**src/hw/rtl/bgus_pkg.sv**
```systemverilog
// Shared types and constants of the buddy group upload scheduler.
package bgus_pkg;

	// Item kinds on the input stream
	typedef enum logic [1:0] {
		FN_REPORT = 2'd0,
		FN_TICK   = 2'd1,
		FN_DONE   = 2'd2,
		FN_RSVD   = 2'd3
	} func_t;

	// Reply kinds on the output stream
	typedef enum logic [1:0] {
		ACT_SKIP   = 2'd0,
		ACT_WAIT   = 2'd1,
		ACT_UPLOAD = 2'd2,
		ACT_ACK    = 2'd3
	} action_t;

	// Configuration register indexes
	localparam logic REG_MAX_BUF  = 1'b0;
	localparam logic REG_INTERVAL = 1'b1;

	localparam int IN_TDATA_W  = 104;
	localparam int OUT_TDATA_W = 64;
	localparam int BYTES_W     = 36;
	localparam int MASK_W      = 16;
	localparam int ACTIVE_W    = 5;
	localparam int TIME_W      = 32;

	localparam logic [31:0] MAX_BUF_RESET  = 32'd4194304;
	localparam logic [15:0] INTERVAL_RESET = 16'd250;

	// Field write enables of the shard table
	typedef struct packed {
		logic grp;
		logic cnt;
	} sm_we_t;

	// Field write enables of the group table
	typedef struct packed {
		logic turn;
		logic lu;
		logic lc;
		logic lock;
	} gm_we_t;

endpackage

```
**src/hw/rtl/bgus_shard_mem.sv**
```systemverilog
// Shard table: group id, backlog and next-stage bytes per shard.
module bgus_shard_mem #(
	parameter int SHARDS = 16,
	parameter int SW = 4
) (
	input  logic                 clk,
	input  logic                 arst_n,
	input  logic [SW-1:0]        raddr,
	output logic [SW-1:0]        rgrp,
	output logic [31:0]          rbl,
	output logic [31:0]          rnx,
	input  logic [SW-1:0]        waddr,
	input  bgus_pkg::sm_we_t     we,
	input  logic [SW-1:0]        wgrp,
	input  logic [31:0]          wbl,
	input  logic [31:0]          wnx
);

	logic [SW-1:0]     grp_mem [SHARDS];
	logic [31:0]       bl_mem  [SHARDS];
	logic [31:0]       nx_mem  [SHARDS];
	logic [SHARDS-1:0] vg_q;
	logic [SHARDS-1:0] vc_q;
	logic [SW-1:0]     grp_q;
	logic [31:0]       bl_q;
	logic [31:0]       nx_q;
	logic              vg_rd_q;
	logic              vc_rd_q;

	// Write fields, register the read
	always_ff @(posedge clk) begin
		if (we.grp) begin
			grp_mem[waddr] <= wgrp;
		end
		if (we.cnt) begin
			bl_mem[waddr] <= wbl;
			nx_mem[waddr] <= wnx;
		end
		grp_q <= grp_mem[raddr];
		bl_q  <= bl_mem[raddr];
		nx_q  <= nx_mem[raddr];
	end

	// Track written entries; unwritten ones read as zero
	always_ff @(posedge clk or negedge arst_n) begin
		if (!arst_n) begin
			vg_q    <= '0;
			vc_q    <= '0;
			vg_rd_q <= 1'b0;
			vc_rd_q <= 1'b0;
		end else begin
			if (we.grp) begin
				vg_q[waddr] <= 1'b1;
			end
			if (we.cnt) begin
				vc_q[waddr] <= 1'b1;
			end
			vg_rd_q <= vg_q[raddr];
			vc_rd_q <= vc_q[raddr];
		end
	end

	assign rgrp = vg_rd_q ? grp_q : '0;
	assign rbl  = vc_rd_q ? bl_q : '0;
	assign rnx  = vc_rd_q ? nx_q : '0;

endmodule

```
**config.mk**
```make
export PLATFORM = sky130hd
export DESIGN_NAME = bgus_shard_mem
export DESIGN_NICKNAME = d
export VERILOG_FILES = /design/src/hw/rtl/bgus_pkg.sv /design/src/hw/rtl/bgus_shard_mem.sv
export SDC_FILE = /design/constraint.sdc
export NUM_CORES = 1
export LEC_CHECK = 0
export BUFFER_PORTS_ARGS = -buffer_cell sky130_fd_sc_hd__buf_2
export CORE_MARGIN = 2
export CORE_UTILIZATION = 40
export DETAILED_ROUTE_END_ITERATION = 8
export MAX_ROUTING_LAYER = met4
export PLACE_DENSITY_LB_ADDON = 0.08
export RECOVER_POWER = 25
export SYNTH_ARGS = -nofsm -noshare
export SYNTH_HDL_FRONTEND = slang
export SYNTH_SLANG_ARGS = --single-unit
```
**constraint.sdc**
```tcl
create_clock -name clk -period 3.1 [get_ports clk]
set_input_delay 0.31 -clock clk [delete_from_list [all_inputs] [get_ports clk]]
set_output_delay 0.31 -clock clk [all_outputs]
set_load 0.03 [all_outputs]
```
==> metrics.txt, run 1 <==
worst skew pair latency 0.73 ns; htree depth 4; Via Count 20,400; first-pass GRT wire length 151 mm; Max Cap Viol 0; worst-margin pin slew 1.02 ns; grt met2 use approximately 30%; syn_nets 2,011; cts hold-fix bufs 69; CP endpoint kind primary output; FF+latch area between 0.03 and 0.04 mm2; hold_ws 0.194 ns; WP data arrival 2.42 ns; final core utilization 47.8%; syn avg cell area 22.7 um2; final hold violations 0; commonest cells after routing, fill and taps aside edfxtp_1 (1,088), mux4_2 (280), a22oi_1 (140); Tcrit/Tclk final 88.0%; Period minus WS final 2.73 ns; initial core utilization 40.3%; Yosys reg bits 1,190; total length of routed wires 103 mm; vias in the first global route 21,900; fin area 0.0520 mm2; RSZ-0062 raised after global routing no; startpoint types flop; Final HPWL DP 52.0 mm; Area Growth Syn to Fin 18.4%; area of the multi-input gates ~0.0086 mm2; Worst EP required 2.79 ns; IO Pins 148; initial antenna violation count 6; Top Usage Layer GRT met2; post-synthesis sequential area ratio 79.4%; min-delay worst type primary input to flop; wire per inst about 27 um; met1 Usage GRT 26.0%; Root Buffer clkbuf_16; remaining routing DRC violations 0; relative slew slack 32.0%; Mapped Area about 0.044 mm2; Synthesis Warnings 0; Peak VDD IR ~0.00041 V; Fmax ~370 MHz; Final setup violation count 0; DP Area 0.0470 mm2; clk slew on worst S/H paths 0.06 ns; P_leak 16.8 nW; port bufs approximately 150; die height 335 um; Yosys top cell area share 74.4%; Synth area leaders edfxtp_1 (74%), mux4_2 (14%), dfxtp_1 (3.1%); Die Width 335 um; CTS tree yes; total CTS buffers 132; commonest non-fill, non-tap cell in the layout edfxtp_1; distinct cell type count after synthesis 20; Worst Skew about 0.021 ns; met3 Track Usage GR 3.10%; 1st-iter DRT viols 1,546; Core Box Area 0.109 mm2; Power Dens Cells 690 mW/mm2; crit path max fanout 22; cell count after synthesis 1,931; CTS Buffer Depth 3; Final GP Congestion 0.727; Rows 121; fraction of layout instances using a drive strength above 1 28.2%; post-CTS resize count 0; TNS Setup 0 ns; total track usage 19.2%; Die ar. 0.112 mm2; Worst Path Class, Setup flop to primary output; clk sinks 1,190; status completed; Filler Cells Inserted 8,935; DRT Pass-1 Iters 5; post-CTS setup buffer count 0; Via density 5.40; leading area contributor after synthesis edfxtp_1; total congestion overflow 0; pin count of the biggest net entering global routing slightly above 70; nets 2,316; remaining antenna violation count 0; Slew Viols, Final 0
-- cell families after synthesis --
logic type,synth area share (%)
AOI/OAI and AO/OA,2.39
and+or+nand+nor,2.53
buffers and inverters,1.28
muxes,14.4
DFF,79.4
-- path summary, 6_finish.rpt --
path,slack [ns],to,cells past startpoint,start
setup / recovery,0.37,rnx[27],3,vc_rd_q
hold / removal,0.19,bl_q[5],4,raddr[1]
setup reg to reg,1.62,nx_q[9],3,nx_mem[11][9]
hold reg to reg,0.46,vg_q[14],1,vg_q[14]
max in group asynchronous,2.34,vc_rd_q,2,arst_n
min in group asynchronous,0.20,vg_q[6],2,arst_n
-- flip-flops by register name, indices dropped and copies added (netlist names) --
name     flops
grp_mem     64
vg_q        16
nx_q        32
vg_rd_q      1
bl_mem     512
vc_q        16
vc_rd_q      1
bl_q        32
nx_mem     512
grp_q        4
-- layer usage --
| layer | up-vias | share of wire (%) |
|---|---|---|
| met2 | 498 | 50 |
| met4 | 0 | 1.7 |
| met1 | 11000 | 44 |
| met3 | 145 | 4.5 |
| li1 | 8718 | - |
| met5 | - | 0 |
-- Yosys cell counts --
master,count
clkbuf_1,62
dfxtp_1,68
dfrtp_1,34
nor2_1,33
a22oi_1,140
and2_1,69
edfxtp_1,1088
or3b_1,2
or2_2,7
buf_4,7
nand2_1,71
nor2b_1,2
buf_6,18
buf_1,3
mux4_2,280
nand2b_1,2
buf_2,13
nand3b_1,4
or2_1,26
nand3_1,2
-- report_power, final --
group	total [mW]	internal [mW]	switching, mW
clock network	15.5	9.27	6.22
registers	18.2	18.0	0.188
logic	2.19	0.876	1.31
total	35.9	28.1	7.73
-- critical path: stages, from the launching register on --
cell     delay (ns)
dfrtp_2        0.96
buf_4          0.34
and2_1         0.18
buf_2          0.20
-- through the flow --
stage                     instances  worst slack, ns  power [mW]
after global placement         3447            0.753        20.7
after floorplan                1931           -0.874        19.8
after global routing           3766            0.214        37.1
after CTS                      3760            0.186        36.4
after detailed placement       3447            0.731        20.7
final                          3767            0.372        35.9
-- final cells by class --
cell class	instances	share of cell area, %
well taps	1414	3.40
diodes	7	0.0337
clock buffers	182	7.09
clock inverters	62	1.24
flip-flops and latches	1190	67.1
multi-input cells	638	16.6
repair buffers	274	4.55
Note: power is estimated with default switching activity, not from simulation.
==> run 2, diff against run 1 <==
- CAP_MARGIN: default -> 15
- clock period: 3.1 -> 3.3 ns (I/O delays scaled with it)
==> run 2 against run 1 <==
Net effect: register-to-register slack gained 0.22 ns; combinational power shrank 5%; flip-flop and latch count is the same; design area shrank 0.23%; clock skew grew 0.0023 ns; sequential power shrank 6%; largest cell class unchanged; power shrank 6.3%; via count grew 0.62%; final cell count shrank 0.11%; utilization shrank 0.11 points.
==> metrics.txt, run 2 (synthesis results as in run 1) <==
initial core utilization approximately two fifths; Slew Viols, Final 0; total length of routed wires 105 mm; crit path max fanout 58; status completed; Worst Skew 0.0238 ns; TNS Setup 0 ns; CTS Buffer Depth 3; remaining routing DRC violations 0; Max Cap Viol 0; Tcrit/Tclk final between 70% and 80%; hold_ws 0.199 ns; total track usage 19.7%; clk sinks about 1,200; final hold violations 0; pin count of the biggest net entering global routing 71; Final HPWL DP 52.1 mm; nets 2,311; worst-path cell chain buf_12 -> and2_1 -> buf_2; pre-CTS setup slack between 0.9 and 1 ns; 1st-iter DRT viols roughly 1,700; largest registers bl_mem x512, nx_mem x512, grp_mem x64; worst skew pair latency 0.73 ns; Area Growth Syn to Fin 18.1%; Peak VDD IR around 0.00049 V; CP peak stage delay 0.51 ns; Die Width 335 um; initial antenna violation count 6; Fmax 397 MHz; CP endpoint kind primary output; port bufs 147; Routed met1 length 45.7 mm; Via density 5.44; slowest CP cell dfrtp_2; htree depth 4; commonest cells after routing, fill and taps aside edfxtp_1 (1,088), mux4_2 (280), a22oi_1 (140), clkbuf_16 (140), buf_2 (102); clk slew on worst S/H paths 0.06 ns; metal2 WL about 53 mm; Power Dens Cells between 600 and 700 mW/mm2; cell family with most CP delay buffers and inverters; RSZ-0062 raised after global routing no; Filler Cells Inserted 8,936; wire per inst 28.0 um; relative slew slack 45.5%; Final GP Congestion 0.748; DP Area 0.0469 mm2; top routing layer in use met4; commonest non-fill, non-tap cell in the layout edfxtp_1; met3 wire len about 5.1 mm; Worst Path Class, Setup flop to primary output; Period minus WS final 2.52 ns; Via Count 20,500; P_leak 16.8 nW; min-delay worst type primary input to flop; total congestion overflow 0; Core Box Area 0.109 mm2; total CTS buffers 134; fraction of layout instances using a drive strength above 1 between 20% and 30%; Worst EP required 2.97 ns; CTS tree yes; Root Buffer clkbuf_16; startpoint types flop; IO Pins 148; DRT Pass-1 Iters 4; Final setup violation count 0; final worst slack 0.782 ns; remaining antenna violation count 0; Rows 121; die height approximately 340 um; vias in the first global route approximately 22,000; Die ar. between 0.1 and 0.15 mm2; fin area 0.0519 mm2; first-pass GRT wire length 154 mm; worst-margin pin slew 0.818 ns; Tot Pwr about 34 mW; WP data arrival 2.19 ns; Buf/Inv on CP 2
## run 2: changes by cell type in the layout (fill, tap and decap cells not counted), sizes merged
cell         before  now
clkinvlp          4    3
clkinv           41   38
clkbuf          226  237
diode             7    6
buf             161  156
bufinv           11    7
dlygate4sd3      69   68
## run 2: final cells by class
type	instances	area [um2]	area share, %
clock inverter	54	489	0.943
sequential	1190	34900	67.3
multi-input combinational	638	8610	16.6
timing repair buffer	267	2240	4.31
antenna	6	15.0	0.0289
clock buffer	194	3860	7.44
tap	1414	1770	3.41
## run 2: worst min-delay path: cells and delay by family
| family | cells | cell delay [ns] |
|---|---|---|
| buffers and inverters | 1 | 0.16 |
| AND/OR/NAND/NOR | 2 | 0.21 |
| AO/OA/AOI/OAI | 1 | 0.18 |
## run 2: final timing paths
path                       cells after the start  slack [ns]          start        to
max                                            3        0.78        vc_rd_q    rbl[3]
max reg2reg                                    3        1.84  grp_mem[1][2]  grp_q[2]
max in group asynchronous                      2        2.49         arst_n   vc_rd_q
min reg2reg                                    1        0.46       vc_q[10]  vc_q[10]
min                                            4        0.20       raddr[3]  bl_q[24]
min in group asynchronous                      2        0.24         arst_n   vg_q[5]
## run 2: metrics by stage
stage / utilization, % / instances
6_report: 47.6 / 3763
5_1_grt: 47.6 / 3762
4_1_cts: 47.7 / 3757
3_5_place_dp: 43.1 / 3441
3_3_place_gp: 43.1 / 3441
2_1_floorplan: - / 1931
## run 2: routing by layer
metal  track usage (%)  vias up
li1                  -     8707
met1              25.9    11100
met2              31.9      500
met3              3.48      150
met4              4.99        0
met5                 -        -
## run 2: power breakdown
| part | leakage [nW] | internal, mW | switching [mW] |
|---|---|---|---|
| logic | 3.89 | 0.799 | 1.29 |
| clock network | 2.12 | 8.68 | 5.80 |
| registers | 10.8 | 16.9 | 0.147 |
## run 2: repair_timing
action | in CTS | in global routing
buffers inserted | 0 | 0
endpoints found under the hold margin | 1106 | 0
gates resized for setup | 0 | 0
hold buffers | 68 | 0
