--- config.mk ---
export PLATFORM = sky130hd
export DESIGN_NAME = bgus_group_mem
export DESIGN_NICKNAME = d
export VERILOG_FILES = /design/src/hw/rtl/bgus_pkg.sv /design/src/hw/rtl/bgus_group_mem.sv
export SDC_FILE = /design/constraint.sdc
export NUM_CORES = 1
export LEC_CHECK = 0
export BUFFER_PORTS_ARGS = -buffer_cell sky130_fd_sc_hd__buf_2
export CORE_MARGIN = 3
export CORE_UTILIZATION = 45
export DETAILED_ROUTE_END_ITERATION = 7
export MAX_ROUTING_LAYER = met4
export PLACE_DENSITY = 0.67
export SLEW_MARGIN = 0
export SYNTH_ARGS = -nofsm -noshare
export SYNTH_HDL_FRONTEND = slang
export SYNTH_SLANG_ARGS = --single-unit
--- constraint.sdc ---
create_clock -name clk -period 3.7 [get_ports clk]
set_clock_uncertainty 0.1 [all_clocks]
set_input_delay 0.37 -clock clk [delete_from_list [all_inputs] [get_ports clk]]
set_output_delay 0.37 -clock clk [all_outputs]
set_load 0.005 [all_outputs]
--- src/hw/rtl/bgus_pkg.sv ---
// Shared types and constants of the buddy group upload scheduler.
package bgus_pkg;

	// Item kinds on the input stream
	typedef enum logic [1:0] {
		FN_REPORT = 2'd0,
		FN_TICK   = 2'd1,
		FN_DONE   = 2'd2,
		FN_RSVD   = 2'd3
	} func_t;

	// Reply kinds on the output stream
	typedef enum logic [1:0] {
		ACT_SKIP   = 2'd0,
		ACT_WAIT   = 2'd1,
		ACT_UPLOAD = 2'd2,
		ACT_ACK    = 2'd3
	} action_t;

	// Configuration register indexes
	localparam logic REG_MAX_BUF  = 1'b0;
	localparam logic REG_INTERVAL = 1'b1;

	localparam int IN_TDATA_W  = 104;
	localparam int OUT_TDATA_W = 64;
	localparam int BYTES_W     = 36;
	localparam int MASK_W      = 16;
	localparam int ACTIVE_W    = 5;
	localparam int TIME_W      = 32;

	localparam logic [31:0] MAX_BUF_RESET  = 32'd4194304;
	localparam logic [15:0] INTERVAL_RESET = 16'd250;

	// Field write enables of the shard table
	typedef struct packed {
		logic grp;
		logic cnt;
	} sm_we_t;

	// Field write enables of the group table
	typedef struct packed {
		logic turn;
		logic lu;
		logic lc;
		logic lock;
	} gm_we_t;

endpackage

--- src/hw/rtl/bgus_group_mem.sv ---
// Group table: turn counter, upload and change times, lock per group.
module bgus_group_mem #(
	parameter int SHARDS = 16,
	parameter int SW = 4
) (
	input  logic             clk,
	input  logic             arst_n,
	input  logic [SW-1:0]    raddr,
	output logic [31:0]      rturn,
	output logic [31:0]      rlu,
	output logic [31:0]      rlc,
	output logic             rlock,
	input  logic [SW-1:0]    waddr,
	input  bgus_pkg::gm_we_t we,
	input  logic [31:0]      wturn,
	input  logic [31:0]      wlu,
	input  logic [31:0]      wlc,
	input  logic             wlock
);

	logic [31:0]       turn_mem [SHARDS];
	logic [31:0]       lu_mem   [SHARDS];
	logic [31:0]       lc_mem   [SHARDS];
	logic [SHARDS-1:0] lock_q;
	logic [SHARDS-1:0] vt_q;
	logic [SHARDS-1:0] vu_q;
	logic [SHARDS-1:0] vl_q;
	logic [31:0]       turn_q;
	logic [31:0]       lu_q;
	logic [31:0]       lc_q;
	logic              lock_rd_q;
	logic              vt_rd_q;
	logic              vu_rd_q;
	logic              vl_rd_q;

	// Write fields, register the read
	always_ff @(posedge clk) begin
		if (we.turn) begin
			turn_mem[waddr] <= wturn;
		end
		if (we.lu) begin
			lu_mem[waddr] <= wlu;
		end
		if (we.lc) begin
			lc_mem[waddr] <= wlc;
		end
		turn_q <= turn_mem[raddr];
		lu_q   <= lu_mem[raddr];
		lc_q   <= lc_mem[raddr];
	end

	// Lock bits and written marks clear on reset
	always_ff @(posedge clk or negedge arst_n) begin
		if (!arst_n) begin
			lock_q    <= '0;
			vt_q      <= '0;
			vu_q      <= '0;
			vl_q      <= '0;
			lock_rd_q <= 1'b0;
			vt_rd_q   <= 1'b0;
			vu_rd_q   <= 1'b0;
			vl_rd_q   <= 1'b0;
		end else begin
			if (we.lock) begin
				lock_q[waddr] <= wlock;
			end
			if (we.turn) begin
				vt_q[waddr] <= 1'b1;
			end
			if (we.lu) begin
				vu_q[waddr] <= 1'b1;
			end
			if (we.lc) begin
				vl_q[waddr] <= 1'b1;
			end
			lock_rd_q <= lock_q[raddr];
			vt_rd_q   <= vt_q[raddr];
			vu_rd_q   <= vu_q[raddr];
			vl_rd_q   <= vl_q[raddr];
		end
	end

	assign rturn = vt_rd_q ? turn_q : '0;
	assign rlu   = vu_rd_q ? lu_q : '0;
	assign rlc   = vl_rd_q ? lc_q : '0;
	assign rlock = lock_rd_q;

endmodule

==> flow_summary.html <==
<table>
<tr><th>Metric</th><th>Value</th></tr>
<tr><th colspan="2">Global route</th></tr>
<tr><td>Maximum number of pins on one net before global-route repair</td><td>101</td></tr>
<tr><td>Global Route Usage Sum</td><td>20.22%</td></tr>
<tr><td>Number of antenna violations at the first check in global routing</td><td>17</td></tr>
<tr><td>Via count of the first global-routing pass</td><td>31220</td></tr>
<tr><td>Wire length of the first global-routing pass</td><td>210200 microns</td></tr>
<tr><td>Overflow after GRT</td><td>0</td></tr>
<tr><th colspan="2">Clock network</th></tr>
<tr><td>Clock slew seen by the registers of the worst setup and hold paths</td><td>60 ps</td></tr>
<tr><td>Clock buffer depth</td><td>3</td></tr>
<tr><td>Post-CTS setup-driven buffer insertion count</td><td>0</td></tr>
<tr><td>Clock tree from TritonCTS</td><td>built</td></tr>
<tr><td>Number of cells upsized or downsized after cts</td><td>0</td></tr>
<tr><td>Root buffer cell</td><td>clkbuf_16</td></tr>
<tr><td>Total number of H-tree levels</td><td>4</td></tr>
<tr><td>TritonCTS Buffers</td><td>168</td></tr>
<tr><td>Sink Count</td><td>1700</td></tr>
<tr><td>Insertion delay of the later-clocked pin in the worst-skew pair</td><td>790 ps</td></tr>
<tr><th colspan="2">Timing</th></tr>
<tr><td>Worst hold margin</td><td>76.28 ps</td></tr>
<tr><td>Final worst-path cycle share</td><td>80.55%</td></tr>
<tr><td>Top achievable clock speed</td><td>335.5 MHz</td></tr>
<tr><td>Slew margin rel.</td><td>14.63%</td></tr>
<tr><td>Worst Tran Pin Value</td><td>1280 ps</td></tr>
<tr><td>RSZ-0062 raised after global routing</td><td>no</td></tr>
<tr><td>Setup Viol. Count Final</td><td>0</td></tr>
<tr><td>Final Hold Violating Endpoints</td><td>0</td></tr>
<tr><td>Final min period</td><td>2980 ps</td></tr>
<tr><td>Final Slew Violations</td><td>0</td></tr>
<tr><td>Setup total negative slack</td><td>0 ps</td></tr>
<tr><th colspan="2">Drt</th></tr>
<tr><td>Average wire per cell in the routed design</td><td>26.85 microns</td></tr>
<tr><td>Number of optimization iterations in the first detailed-route pass</td><td>5</td></tr>
<tr><td>Initial drt markers</td><td>2806</td></tr>
<tr><td>Total wire length after detailed routing</td><td>140800 microns</td></tr>
<tr><td>Post-detailed-route count of antenna-violating nets</td><td>0</td></tr>
<tr><td>Overall via count from detail_route</td><td>29760</td></tr>
<tr><td>Vias per inst</td><td>5.675</td></tr>
<tr><td>DRC violation count after routing</td><td>0</td></tr>
<tr><th colspan="2">Layout</th></tr>
<tr><td>Final Util</td><td>52.91%</td></tr>
<tr><td>Share of post-route cells with drive strength above 1</td><td>31.75%</td></tr>
<tr><td>Summed area of non-filler cells in the final layout</td><td>73200 sq um</td></tr>
<tr><td>Register cell area after layout</td><td>49750 sq um</td></tr>
<tr><td>Area occupied by multi-input gates</td><td>12590 sq um</td></tr>
<tr><td>Number of nets in the layout</td><td>3335</td></tr>
<tr><td>Fillers</td><td>10480</td></tr>
<tr><td>Area growth from synthesis to final layout</td><td>16.11%</td></tr>
<tr><th colspan="2">Logic synthesis</th></tr>
<tr><td>Area share of the largest cell type after synthesis</td><td>73.16%</td></tr>
<tr><td>Number of instances in the synthesized netlist</td><td>2796</td></tr>
<tr><td>Synthesized area</td><td>63040 sq um</td></tr>
<tr><td>Number of warnings reported in the yosys synthesis log</td><td>0</td></tr>
<tr><td>Synth Register Bits</td><td>1700</td></tr>
<tr><td>Avg Inst Size Synth</td><td>22.55 sq um</td></tr>
<tr><td>Cell taking the most area after synthesis</td><td>edfxtp_1</td></tr>
<tr><td>Syn nets</td><td>2907</td></tr>
<tr><td>Sequential fraction of the synthesis area</td><td>78.91%</td></tr>
<tr><td>Number of distinct library cell variants in the gate-level netlist after synthesis</td><td>22</td></tr>
<tr><td>Top cells by area, synth</td><td>edfxtp_1 (73%), mux4_2 (14%), dfxtp_1 (3.0%)</td></tr>
<tr><th colspan="2">Placement</th></tr>
<tr><td>RePlAce Congestion</td><td>0.7581</td></tr>
<tr><td>Quantity of I/O buffers inserted on ports</td><td>207</td></tr>
<tr><td>Placed instance area</td><td>66820 sq um</td></tr>
<tr><td>Hpwl dp</td><td>79090 microns</td></tr>
<tr><th colspan="2">Floorplan</th></tr>
<tr><td>Die outline width</td><td>380.3 microns</td></tr>
<tr><td>Die Y-Extent</td><td>380.3 microns</td></tr>
<tr><td>Core area</td><td>138300 sq um</td></tr>
<tr><td>Full die area</td><td>144600 sq um</td></tr>
<tr><td>I/O pin count</td><td>208</td></tr>
<tr><td>Cell Rows</td><td>136</td></tr>
<tr><td>Initial core utilization</td><td>45.57%</td></tr>
<tr><th colspan="2">Setup path</th></tr>
<tr><td>Max stage delay on crit path</td><td>1190 ps</td></tr>
<tr><td>Worst-path maximum fanout</td><td>32</td></tr>
<tr><td>CP Data Required Time</td><td>3230 ps</td></tr>
<tr><td>CP Data Arrival Time</td><td>2510 ps</td></tr>
<tr><td>Startpoint type of the worst setup path</td><td>register</td></tr>
<tr><td>Cell with the largest stage delay on the worst path</td><td>dfrtp_1</td></tr>
<tr><td>Type of destination of the critical path</td><td>primary output</td></tr>
<tr><td>Cell-by-cell listing of the critical path</td><td>and2_1 -&gt; buf_2</td></tr>
<tr><td>Worst Setup Path Type</td><td>reg -&gt; out</td></tr>
<tr><th colspan="2">Power and ir drop</th></tr>
<tr><td>Leakage dissipation</td><td>24.06 nW</td></tr>
<tr><td>Maximum resistive drop on vdd</td><td>0.0004116 V</td></tr>
<tr><td>Power density over the cells</td><td>553.0 nW/um^2</td></tr>
<tr><td>Post-route total power</td><td>40.48 mW</td></tr>
<tr><th colspan="2">Worst hold path</th></tr>
<tr><td>Class of the tightest hold or removal check</td><td>in -&gt; reg</td></tr>
<tr><th colspan="2">Job</th></tr>
<tr><td>Number of max-cap violations</td><td>0</td></tr>
<tr><th colspan="2">Outcome</th></tr>
<tr><td>Result of the run</td><td>complete, no violations</td></tr>
</table>
cells by family (layout without fill, tap and decap cells):
group / count (synthesis) / count (layout) / share of synthesized area [%]
compound gates: 200 / 200 / 2.382
simple gates: 328 / 328 / 2.886
mux: 416 / 416 / 14.58
buf+inv: 152 / 726 / 1.246
flops: 1700 / 1700 / 78.91
other cells: 0 / 12 / 0
critical path: cells and delay by family (launching register included):
kind | cells | cell delay [ps]
and+or+nand+nor | 1 | 360
buffers and inverters | 1 | 150
DFF | 1 | 1190
registers in the layout, summed over array words and instances (netlist names), 16 cells and up:
name,cells
lu_mem,512
vl_q,16
lock_q,16
vt_q,16
turn_mem,512
lc_q,32
vu_q,16
lc_mem,512
lu_q,32
turn_q,32
cell usage after synthesis:
cell type	n
edfxtp_1	1536
mux4_2	400
a22oi_1	200
and2_1	145
nand2_1	116
dfxtp_1	96
dfrtp_1	68
clkbuf_1	64
or2_2	48
buf_2	40
buf_4	40
mux2_2	16
buf_1	6
and4b_1	4
and4bb_2	4
nor4b_1	4
buf_6	2
nor2b_1	2
nor4bb_1	2
and4_1	1
nor2_1	1
nor4_1	1
repair_timing:
| action | in CTS | in global routing |
|---|---|---|
| hold buffers | 100 | 0 |
| hold endpoints to repair | 1620 | 0 |
| setup endpoints to repair | 0 | 0 |
per-stage QoR:
step	setup WS, ps	cells
floorplan	1370	2796
global placement	847.3	4817
detailed placement	804.5	4817
CTS	596.2	5233
global route	553.9	5241
finish	719.6	5245
report_power, final:
group | internal (mW) | switching (mW) | total (mW) | leakage (nW)
Clock | 9.13 | 7.16 | 16.3 | 2.61
Sequential | 21.6 | 0.263 | 21.8 | 15.4
Combinational | 1.09 | 1.29 | 2.37 | 6.03
Total | 31.8 | 8.71 | 40.5 | 24.1
layer usage:
metal  routed length (microns)  vias up  track usage (%)
li1                          -    12540                -
met1                     59620    15840            28.07
met2                     67170     1170            30.46
met3                     10870      211            4.527
met4                      3158        0            5.633
met5                         0        -                -
cells in the final DEF (no fill, tap or decap), types with 17 or more instances in the layout:
| cell type | netlist | final |
|---|---|---|
| clkbuf_1 | 64 | 53 |
| or2_2 | 48 | 48 |
| and2_2 | 0 | 48 |
| buf_2 | 40 | 204 |
| clkbuf_16 | 0 | 170 |
| a22oi_1 | 200 | 200 |
| clkinv_2 | 0 | 30 |
| edfxtp_1 | 1536 | 1536 |
| nand2_1 | 116 | 116 |
| buf_4 | 40 | 79 |
| clkinv_1 | 0 | 23 |
| dfrtp_1 | 68 | 68 |
| mux4_2 | 400 | 400 |
| dlygate4sd3_1 | 0 | 100 |
| buf_12 | 0 | 25 |
| dfxtp_1 | 96 | 96 |
| and2_1 | 145 | 96 |
| clkbuf_8 | 0 | 17 |
cell type report:
cell class / instances / area share [%]
antenna: 12 / 0.04102
clock buffer: 240 / 6.403
clock inverter: 76 / 0.9076
multi-input combinational: 944 / 17.21
sequential: 1700 / 67.96
tap: 1863 / 3.184
timing repair buffer: 410 / 4.297
final timing paths:
path,from,to,slack [ps],depth (start not counted)
max,vt_rd_q,rturn[29],720,2
max reg2reg,lc_mem[11][5],lc_q[5],2010,3
min reg2reg,vu_q[10],vu_q[10],360,1
min,waddr[0],lock_q[10],80,4
max in group asynchronous,arst_n,vl_q[7],2670,2
min in group asynchronous,arst_n,vt_q[9],200,2
Note: power is estimated with default switching activity, not from simulation.
