<file path="src/hw/rtl/bgus_mod.sv">
// Bit-serial remainder of the turn counter by the group size.
module bgus_mod #(
	parameter int DW = 5
) (
	input  logic          clk,
	input  logic          arst_n,
	input  logic          start,
	input  logic [31:0]   dividend,
	input  logic [DW-1:0] divisor,
	output logic          done,
	output logic [DW-1:0] rem
);

	logic [5:0]    cnt_q;
	logic          busy_q;
	logic          done_q;
	logic [31:0]   dvd_q;
	logic [DW-1:0] rem_q;
	logic [DW:0]   shifted;
	logic [DW:0]   reduced;

	// One quotient bit per cycle
	always_comb begin
		shifted = {rem_q, dvd_q[31]};
		reduced = (shifted >= {1'b0, divisor}) ? shifted - {1'b0, divisor} : shifted;
	end

	always_ff @(posedge clk or negedge arst_n) begin
		if (!arst_n) begin
			cnt_q  <= '0;
			busy_q <= 1'b0;
			done_q <= 1'b0;
		end else begin
			done_q <= 1'b0;
			if (start) begin
				busy_q <= 1'b1;
				cnt_q  <= '0;
			end else if (busy_q) begin
				cnt_q <= cnt_q + 6'd1;
				if (cnt_q == 6'd31) begin
					busy_q <= 1'b0;
					done_q <= 1'b1;
				end
			end
		end
	end

	always_ff @(posedge clk) begin
		if (start) begin
			dvd_q <= dividend;
			rem_q <= '0;
		end else if (busy_q) begin
			dvd_q <= {dvd_q[30:0], 1'b0};
			rem_q <= reduced[DW-1:0];
		end
	end

	assign done = done_q;
	assign rem  = rem_q;

endmodule

</file>
<file path="config.mk">
export PLATFORM = sky130hd
export DESIGN_NAME = bgus_mod
export DESIGN_NICKNAME = d
export VERILOG_FILES = /design/src/hw/rtl/bgus_mod.sv
export SDC_FILE = /design/constraint.sdc
export NUM_CORES = 1
export LEC_CHECK = 0
export BUFFER_PORTS_ARGS = -buffer_cell sky130_fd_sc_hd__clkbuf_2
export CAP_MARGIN = 20
export CORE_ASPECT_RATIO = 0.8
export CORE_UTILIZATION = 54
export DETAILED_ROUTE_END_ITERATION = 16
export PLACE_DENSITY = 0.79
export SETUP_SLACK_MARGIN = 0.4
export SLEW_MARGIN = 25
export SYNTH_ARGS = -nofsm -noshare
export SYNTH_HDL_FRONTEND = slang
export SYNTH_SLANG_ARGS = --single-unit
</file>
<file path="constraint.sdc">
create_clock -name clk -period 2.8 [get_ports clk]
set_clock_uncertainty 0.1 [all_clocks]
set_input_delay 0.42 -clock clk [delete_from_list [all_inputs] [get_ports clk]]
set_output_delay 0.42 -clock clk [all_outputs]
set_load 0.02 [all_outputs]
</file>
==> results of run 1 <==
per-stage QoR:
stage	instances	cell area, µm²	power, µW
final	256	2530	1750
after CTS	256	2530	1770
after detailed placement	247	2410	1300
after global placement	247	2410	1260
after global routing	256	2530	1840
after floorplan	151	2130	1170
routing by layer:
metal  global-route usage (%)  vias to the layer above  wire (µm)
li1                         -                      642          -
met1                     22.1                      655       1480
met2                     32.6                       30       1850
met3                     4.70                        5        154
met4                     6.72                        0         36
met5                        0                        -          0
area by class of cell:
cell class                      instances  area (µm²)  area share, %
Multi-Input combinational cell         92         812           32.1
Tap cell                               55        68.8           2.72
Clock buffer                            5        68.8           2.72
Inverter                                8        30.0           1.19
Timing Repair Buffer                   48         250           9.88
Sequential cell                        45        1260           49.8
Clock inverter                          3        41.3           1.63
cell families (layout without fill, tap and decap cells):
kind of cell,Yosys count,after routing
flip-flops,45,45
AND/OR/NAND/NOR,31,31
AO/OA/AOI/OAI,13,13
buffers and inverters,14,64
adder cells (fa/ha/maj),7,7
multiplexers,34,34
XOR/XNOR,7,7
flip-flops by register name, summed over array words and instances (netlist names):
name	count
dvd_q	32
cnt_q	6
rem	5
busy_q	1
done	1
power by group through the flow:
| stage | combinational [µW] | clock, µW | sequential (µW) |
|---|---|---|---|
| floorplan | 294 | 0 | 878 |
| global placement | 410 | 0 | 854 |
| detailed placement | 437 | 0 | 860 |
| CTS | 441 | 486 | 845 |
| global route | 472 | 515 | 855 |
| finish | 436 | 474 | 843 |
how the worst min path moves through the flow:
stage / from / endpoint / slack, ps / depth (start not counted)
after floorplan: arst_n / busy_q / 20 / 0
after global placement: arst_n / cnt_q[1] / 170 / 1
after detailed placement: arst_n / cnt_q[0] / 180 / 1
after CTS: dividend[0] / dvd_q[0] / 300 / 2
after global routing: dividend[16] / dvd_q[16] / 310 / 2
final: dividend[0] / dvd_q[0] / 310 / 2
repair_timing:
action,4_1_cts,5_1_grt
endpoints found under the hold margin,8,0
setup buffers,0,0
hold buffers,1,0
cell usage in the layout, fill, tap and decap left out, drive strengths merged, types with 2 or more instances in the layout:
master and count:
a211oi 2, a21oi 4, and2 2, buf 2, clkbuf 50, dfrtp 8
dfxtp 5, edfxtp 32, ha 6, inv 8, mux2 32, mux2i 2
nand2 10, nand3 3, nand4 2, nor2 10, o21ai 3, o2bb2a 2
xnor2 3, xor2 4
==> results.md, run 1 <==
* Max VDD drop at 0.404 mV
* # rows at 20
* Post-synth EDFFs at 32
* Drt initial violations at 54
* Fillcell total at 275
* First drt pass iteration count at 4
* Critical Path RT at 2920 ps
* Yosys reg bits at 45
* Post-synth top area share at 45.1%
* Register area share after synthesis at 59.2%
* Largest net degree at the start of global routing at 33
* CTS sink count at 45
* Multiplexer share of the synthesized area at 18.0%
* # nets final at 247
* Reg2reg start: dvd_q[31]
* Fmax at 453 MHz
* Synth area leaders: edfxtp_1 (45%), mux2_2 (16%), dfrtp_1 (9.4%)
* Antenna-violating nets left at 0
* Synth Area in Simple Gates at 6.87%
* Hold Fails Final Rpt at 0
* Most common library cells after synthesis: edfxtp_1 (32), mux2_2 (31), nand2_1 (10), nor2_1 (10)
* Total CTS buffers at 5
* Yosys warnings at 0
* Width of the die at 72.2 µm
* Worst-Margin Slew at 441 ps
* Worst Slack Setup Final at 592 ps
* Synth async-reset ratio at 17.8%
* Reg2Reg Setup Slack at 590 ps
* Unique masters post-synth at 30
* Total global routing overflow at 0
* Power Dens Cells at 693 nW/µm²
* I/O pin cnt at 46
* Crit-path cells: inv_1, ha_1, inv_1, fa_1, a21oi_1, o221ai_4, mux2_4, a211oi_2
* Critical-path top delay cell: fa_1
* Final setup TNS at 0 ps
* LEAKAGE at 0.00107 µW
* RSZ-0062 raised after global routing: false
* Final Wtd Congestion at 0.893
* Ant. Diodes at 0
* CTS tree: built
* Leading area contributor after synthesis: edfxtp_1
* Initial Util at 56.4%
* # setup viols final at 0
* Layout Area Growth over Synthesis at 18.8%
* Reg2reg path depth at 8
* Critical Path Max Stage Delay at 410 ps
* Worst Path Buf+Inv at 2
* R2R Path End: rem[0]
* CP endpoint kind: register
* Clock Pin Slew Worst Setup and Hold Paths at 80 ps
* WS Path Type: register to register
* Maxcap violations at 0
* Int Power at 1270 µW
* Drt drc at 0
* Wire length per cell at 13.7 µm
* Critical path arrival at 2330 ps
* Clk buf depth at 2
* Worst rel slew slack at 70.6%
* CP delay by family, top: compound AO/OA/AOI/OAI gates
* Die height at 58.2 µm
* Vias at 1332
* Critical Path Stages at 8
* Htree depth at 2
* Die area at 4200 µm²
* Core Box Area at 3780 µm²
* Gate Count Post-Synth at 151
* Clock Power Share at 27.0%
* Setup crit start: dvd_q[31]
* Share of cells above drive strength 1 at 45.3%
* Sw Ratio at 27.6%
* Compound-cell area share of the yosys netlist at 5.87%
* First-pass GRT wire length at 5.82 mm
* Sequential share of power at 48.1%
* End point of the critical path: rem[0]
* Crit start category: register
* Most used cell, CP: inv_1
* Outcome: completed
* Initial antenna violation count at 0
* Root Driver: clkbuf_8
* Post-synthesis xor/xnor area fraction at 2.88%
* Final period util at 78.9%
* Synthesized area per cell at 14.1 µm²
* Post-place setup slack at 500 ps
* Clock latency on the worst-skew pair at 290 ps
* Main flop type after synthesis: edfxtp_1
* Fin. max-slew vios at 0
* Total track usage at 18.5%
* HP Class: input port to register
* Post-CTS sizing at 0
* Utilization after layout at 67.0%
* Comb power frac at 24.9%
* Post-Route WL at 3.52 mm
* Via density at 5.20
* Sw Pwr at 485 µW
* Post-synthesis adder-cell area fraction at 4.46%
* Crit-path max FO at 7
* # port buffers at 45
* Largest family of logic cells by synthesized area: multiplexers
* Most common cell in the netlist: edfxtp_1
* Tmin final at 2210 ps
* Vias in the first global route at 1330
* DP HPWL at 2.63 mm
* Syn nets at 198
* Hold slack at 311 ps
* Synthesized area at 2130 µm²
Note: power is estimated with default switching activity, not from simulation.
==> run 2: changes to the inputs <==
ABC_AREA = 1   (was default)
CORE_UTILIZATION = 49   (was 54)
PLACE_DENSITY = 0.76   (was 0.79)
clock period = 1.9 ns   (was 2.8 ns; I/O delays follow)
==> results.md, run 2 <==
* Drt drc at 0
* Vias at 1738
* Width of the die at 76.7 µm
* Vias in the first global route at 1488
* Ant. Diodes at 0
* First-pass GRT wire length at 6.56 mm
* Post-synthesis adder-cell area fraction at 4.35%
* Main flop type after synthesis: edfxtp_1
* Share of cells above drive strength 1 at 25.8%
* Clock Pin Slew Worst Setup and Hold Paths at 80 ps
* LEAKAGE at 0.00137 µW
* Clk buf depth at 2
* Post-synthesis xor/xnor area fraction at 0.401%
* Initial Util at 51.6%
* Outcome: completed
* Fmax at 564 MHz
* # nets final at 348
* Hold Crit Depth at 3
* Synthesized area per cell at 8.81 µm²
* Tmin final at 1770 ps
* Initial antenna violation count at 0
* WS Path Type: register to register
* Core Box Area at 4230 µm²
* Synth area leaders: edfxtp_1 (44%), nand2_1 (21%), dfrtp_1 (9.2%)
* Commonest non-fill, non-tap cell in the layout: nand2_1
* CP endpoint kind: register
* Leading area contributor after synthesis: edfxtp_1
* Critical Path RT at 1990 ps
* Hold Fails Final Rpt at 0
* Antenna-violating nets left at 0
* Layout Area Growth over Synthesis at 20.8%
* Post-place setup slack at 212 ps
* Compound-cell area share of the yosys netlist at 3.44%
* First drt pass iteration count at 5
* Largest family of logic cells by synthesized area: simple AND/OR/NAND/NOR gates
* Htree depth at 2
* Final setup TNS at 0 ps
* Crit-path cells: inv_2, ha_4, inv_2, fa_2, inv_2, nand2_2, nand3b_4, nand3_1, nand3_1, nand2_1
* Clock latency on the worst-skew pair at 290 ps
* CTS tree: built
* # rows at 21
* Fin. max-slew vios at 0
* Critical path arrival at 1860 ps
* Power Dens Cells at 1010 nW/µm²
* Crit start category: register
* Yosys warnings at 0
* Die area at 4730 µm²
* # port buffers at 45
* Wire length per cell at 11.4 µm
* Largest net degree at the start of global routing at 31
* Most common library cells after synthesis: nand2_1 (125), edfxtp_1 (32), inv_1 (19)
* Maxcap violations at 0
* Critical-path top delay cell: fa_2
* Critical Path Max Stage Delay at 420 ps
* Post-synth top area share at 44.0%
* RSZ-0062 raised after global routing: true
* Reg2reg start: dvd_q[31]
* Worst Slack Setup Final at 127 ps
* Most used cell, CP: inv_2
* # setup viols final at 0
* Total track usage at 18.3%
* Worst Path Buf+Inv at 3
* Most frequent cells in the layout: nand2_1 (121), clkbuf_2 (45), edfxtp_1 (32)
* Synthesized area at 2180 µm²
* Crit-path max FO at 6
* Worst-Margin Slew at 419 ps
* Yosys reg bits at 45
* Multiplexer share of the synthesized area at 0%
* Root Driver: clkbuf_8
* Biggest register: dvd_q
* Final Wtd Congestion at 0.884
* Max reg flops at 32
* Total global routing overflow at 0
* Final period util at 93.3%
* HP Class: input port to register
* Via density at 4.84
* Most common cell in the netlist: nand2_1
* CTS sink count at 45
* Drt initial violations at 177
* I/O pin cnt at 46
* Unique masters post-synth at 28
* Total CTS buffers at 5
* DP HPWL at 2.89 mm
* HP Start: dividend[0]
* CP delay by family, top: adder cells
* R2R Path End: rem[0]
* Reg2Reg Setup Slack at 130 ps
* Post-Route WL at 4.11 mm
* Synth Area in Simple Gates at 29.0%
* Die height at 61.7 µm
* Worst rel slew slack at 71.9%
* Reg2reg path depth at 10
* Post-synth EDFFs at 32
* Register area share after synthesis at 57.7%
* Fillcell total at 366
* Max VDD drop at 0.558 mV
* Hold EP: dvd_q[0]
* Gate Count Post-Synth at 248
* Syn nets at 295
* Synth async-reset ratio at 17.8%
run 2: cell families (layout without fill, tap and decap cells):
family | after synthesis | in the layout
DFF | 45 | 45
AOI/OAI and AO/OA | 12 | 12
and+or+nand+nor | 155 | 155
adders and majority gates | 7 | 7
buffers and inverters | 28 | 82
xor gates and xnor gates | 1 | 1
run 2: power by group:
part	internal [µW]	switching [µW]
Combinational	354	517
Clock	258	292
Sequential	1180	81.1
run 2: per-stage QoR:
stage                     util, %  instances  hold WS, ps  area, µm²  power (µW)
after floorplan                 -        248         -111       2220        1880
after global placement       59.4        348         42.4       2510        2070
after detailed placement     59.4        348         40.6       2510        2090
after CTS                    61.8        358          146       2610        2640
after global routing         62.4        359          165       2640        2860
final                        62.4        359          149       2640        2680
run 2: metal layers:
metal,GRT usage (%),up-vias,wire (µm)
li1,-,898,-
met1,25.3,774,1980
met5,0,-,0
met2,29.7,58,1850
met3,4.09,8,230
met4,5.77,0,53
run 2: what timing repair did:
item | in CTS | in global routing
setup endpoints to repair | 5 | 5
hold buffers | 1 | 0
pin swaps | 0 | 8
gates resized for setup | 0 | 7
setup buffers | 1 | 1
endpoints found under the hold margin | 8 | 0
run 2: worst register-to-register path: cells and delay by family, from the launching register on:
kind                       cells  cell delay [ps]
adders and majority gates      2              550
and+or+nand+nor                5              440
DFF                            1              390
buffers and inverters          3              210
run 2: how the worst max path moves through the flow:
stage / from / endpoint / depth (start not counted)
floorplan: dvd_q[31] / rem[3] / 10
CTS: dvd_q[31] / rem[3] / 11
detailed placement: dvd_q[31] / rem[3] / 11
finish: dvd_q[31] / rem[0] / 10
global route: dvd_q[31] / rem[3] / 11
global placement: divisor[4] / rem[3] / 10
run 2: layout make-up:
cell class,count,area (µm²),area share (%)
sequential,45,1260,47.8
clock inverter,1,5.00,0.190
inverter,21,82.6,3.13
multi-input combinational,175,855,32.4
tap,57,71.3,2.70
timing repair buffer,53,288,10.9
clock buffer,7,76.3,2.89
==> run 3: changes to the inputs <==
CORE_UTILIZATION = 45   (was 49)
PLACE_DENSITY = 0.7   (was 0.76)
==> results.md, run 3 (synthesis gave the netlist of run 2 again) <==
* Outcome: completed
* Final Wtd Congestion at 0.787
* Most frequent cells in the layout: nand2_1 (122), clkbuf_2 (45), edfxtp_1 (32)
* Crit-path cells: inv_2, buf_4, buf_4, buf_4, buf_4, buf_4, buf_4, buf_4, buf_4, nand3_1, nand3_1, nand2_1
* Layout Area Growth over Synthesis at 23.9%
* Post-Route WL at 4.11 mm
* CTS tree: built
* First drt pass iteration count at 4
* Maxcap violations at 0
* Ant. Diodes at 0
* DP HPWL at 2.87 mm
* Most used cell, CP: buf_4
* Final setup TNS at 0 ps
* Vias at 1724
* Drt initial violations at 90
* Critical path arrival at 1920 ps
* Die area at 5140 µm²
* Reg2reg start: dvd_q[31]
* CTS sink count at 45
* Initial Util at 47.2%
* CP endpoint kind: register
* Htree depth at 2
* Vias in the first global route at 1608
* Via density at 4.66
* Worst rel slew slack at 64.9%
* GR peak layer: met2
* # setup viols final at 0
* GRT met2 Usage at 27.4%
* Final period util at 93.7%
* Utilization after layout at 58.5%
* Total CTS buffers at 5
* HP Start: dividend[0]
* Worst-Margin Slew at 524 ps
* Die height at 64.3 µm
* Critical-path top delay cell: edfxtp_1
* Clock Pin Slew Worst Setup and Hold Paths at 80 ps
* Routing usage on met3 at 4.57%
* Clock latency on the worst-skew pair at 290 ps
* LEAKAGE at 0.00141 µW
* Biggest register: dvd_q
* Worst Path Buf+Inv at 9
* Share of cells above drive strength 1 at 28.1%
* # nets final at 356
* CP delay by family, top: buffers and inverters
* # port buffers at 45
* HP Class: input port to register
* Commonest non-fill, non-tap cell in the layout: nand2_1
* Reg2reg path depth at 12
* Drt drc at 0
* First-pass GRT wire length at 6.97 mm
* Hold EP: dvd_q[0]
* Largest net degree at the start of global routing at 22
* Tmin final at 1780 ps
* Fillcell total at 443
* RSZ-0062 raised after global routing: true
* Width of the die at 79.9 µm
* Power Dens Cells at 1000 nW/µm²
* Initial antenna violation count at 0
* Max VDD drop at 0.596 mV
* Crit start category: register
* Max reg flops at 32
* Hold Crit Depth at 3
* Setup crit start: dvd_q[31]
* # rows at 22
* Root Driver: clkbuf_8
* Total track usage at 17.9%
* WS Path Type: register to register
* Hold Fails Final Rpt at 0
* Core Box Area at 4620 µm²
* Crit-path max FO at 2
* Total global routing overflow at 0
* Reg2Reg Setup Slack at 120 ps
* Fmax at 562 MHz
* Fin. max-slew vios at 0
* I/O pin cnt at 46
* Clk buf depth at 2
* GR Layer Usage met1 at 23.8%
* Antenna-violating nets left at 0
* Area post-placement at 2520 µm²
* Critical Path RT at 2040 ps
* Critical Path Max Stage Delay at 340 ps
* Wire length per cell at 11.1 µm
* Final Instance Area at 2710 µm²
* Final Total Pwr at 2720 µW
* R2R Path End: rem[0]
==> run 3: cell types whose count changed in the layout (fill, tap and decap cells not counted) <==
cell,change
nand2_1,+1
clkbuf_1,-1
nand3_1,-1
nand3_2,+1
buf_4,+8
clkinv_2,+1
nand2_2,-1
==> run 3: where the power goes <==
part           switching, µW  internal [µW]  total, µW
sequential              84.1           1180       1260
combinational            518            372        890
clock                    309            255        564
==> run 3: routing by layer <==
layer	part of all wire, %	vias to the layer above
li1	-	916
met3	3.5	9
met5	0	-
met2	45	29
met4	2.0	0
met1	50	770
==> run 3: repair_timing <==
| action | in CTS | in global routing |
|---|---|---|
| hold buffers | 1 | 0 |
| hold endpoints to repair | 8 | 0 |
| pin swaps | 1 | 5 |
| setup endpoints to repair | 5 | 5 |
| resized for setup | 2 | 5 |
| buffers inserted | 8 | 1 |
==> run 3: final cells by class <==
cell class                 count  area (µm²)  share of cell area, %
sequential                    45        1260                   46.6
clock inverter                 2        10.0                  0.370
clock buffer                   6        72.6                   2.68
multi-input combinational    175         857                   31.7
timing repair buffer          61         348                   12.8
tap                           60        75.1                   2.77
inverter                      21        82.6                   3.05
==> run 3: worst max path at each step <==
stage | endpoint | slack (ps) | cells past startpoint
after floorplan | rem[3] | 320 | 10
after global placement | rem[0] | 270 | 10
after detailed placement | rem[1] | 200 | 10
after CTS | rem[1] | 190 | 11
after global routing | rem[0] | 60 | 10
final | rem[0] | 120 | 12
==> run 3: worst reg2reg max path, cell delays in order, from the launching register on <==
cell and delay, ps:
edfxtp_1 340, inv_2 50, buf_4 120, buf_4 120, buf_4 120, buf_4 120, buf_4 120, buf_4 120
buf_4 120, buf_4 120, nand3_1 100, nand3_1 100, nand2_1 80
==> run 3: through the flow <==
| stage | hold slack, ps | worst slack (ps) | instances |
|---|---|---|---|
| 2_1_floorplan | -111 | 324 | 248 |
| 3_5_place_dp | 44.4 | 204 | 352 |
| 6_report | 145 | 120 | 370 |
| 3_3_place_gp | 42.0 | 269 | 352 |
| 5_1_grt | 150 | 58.7 | 370 |
| 4_1_cts | 142 | 194 | 369 |
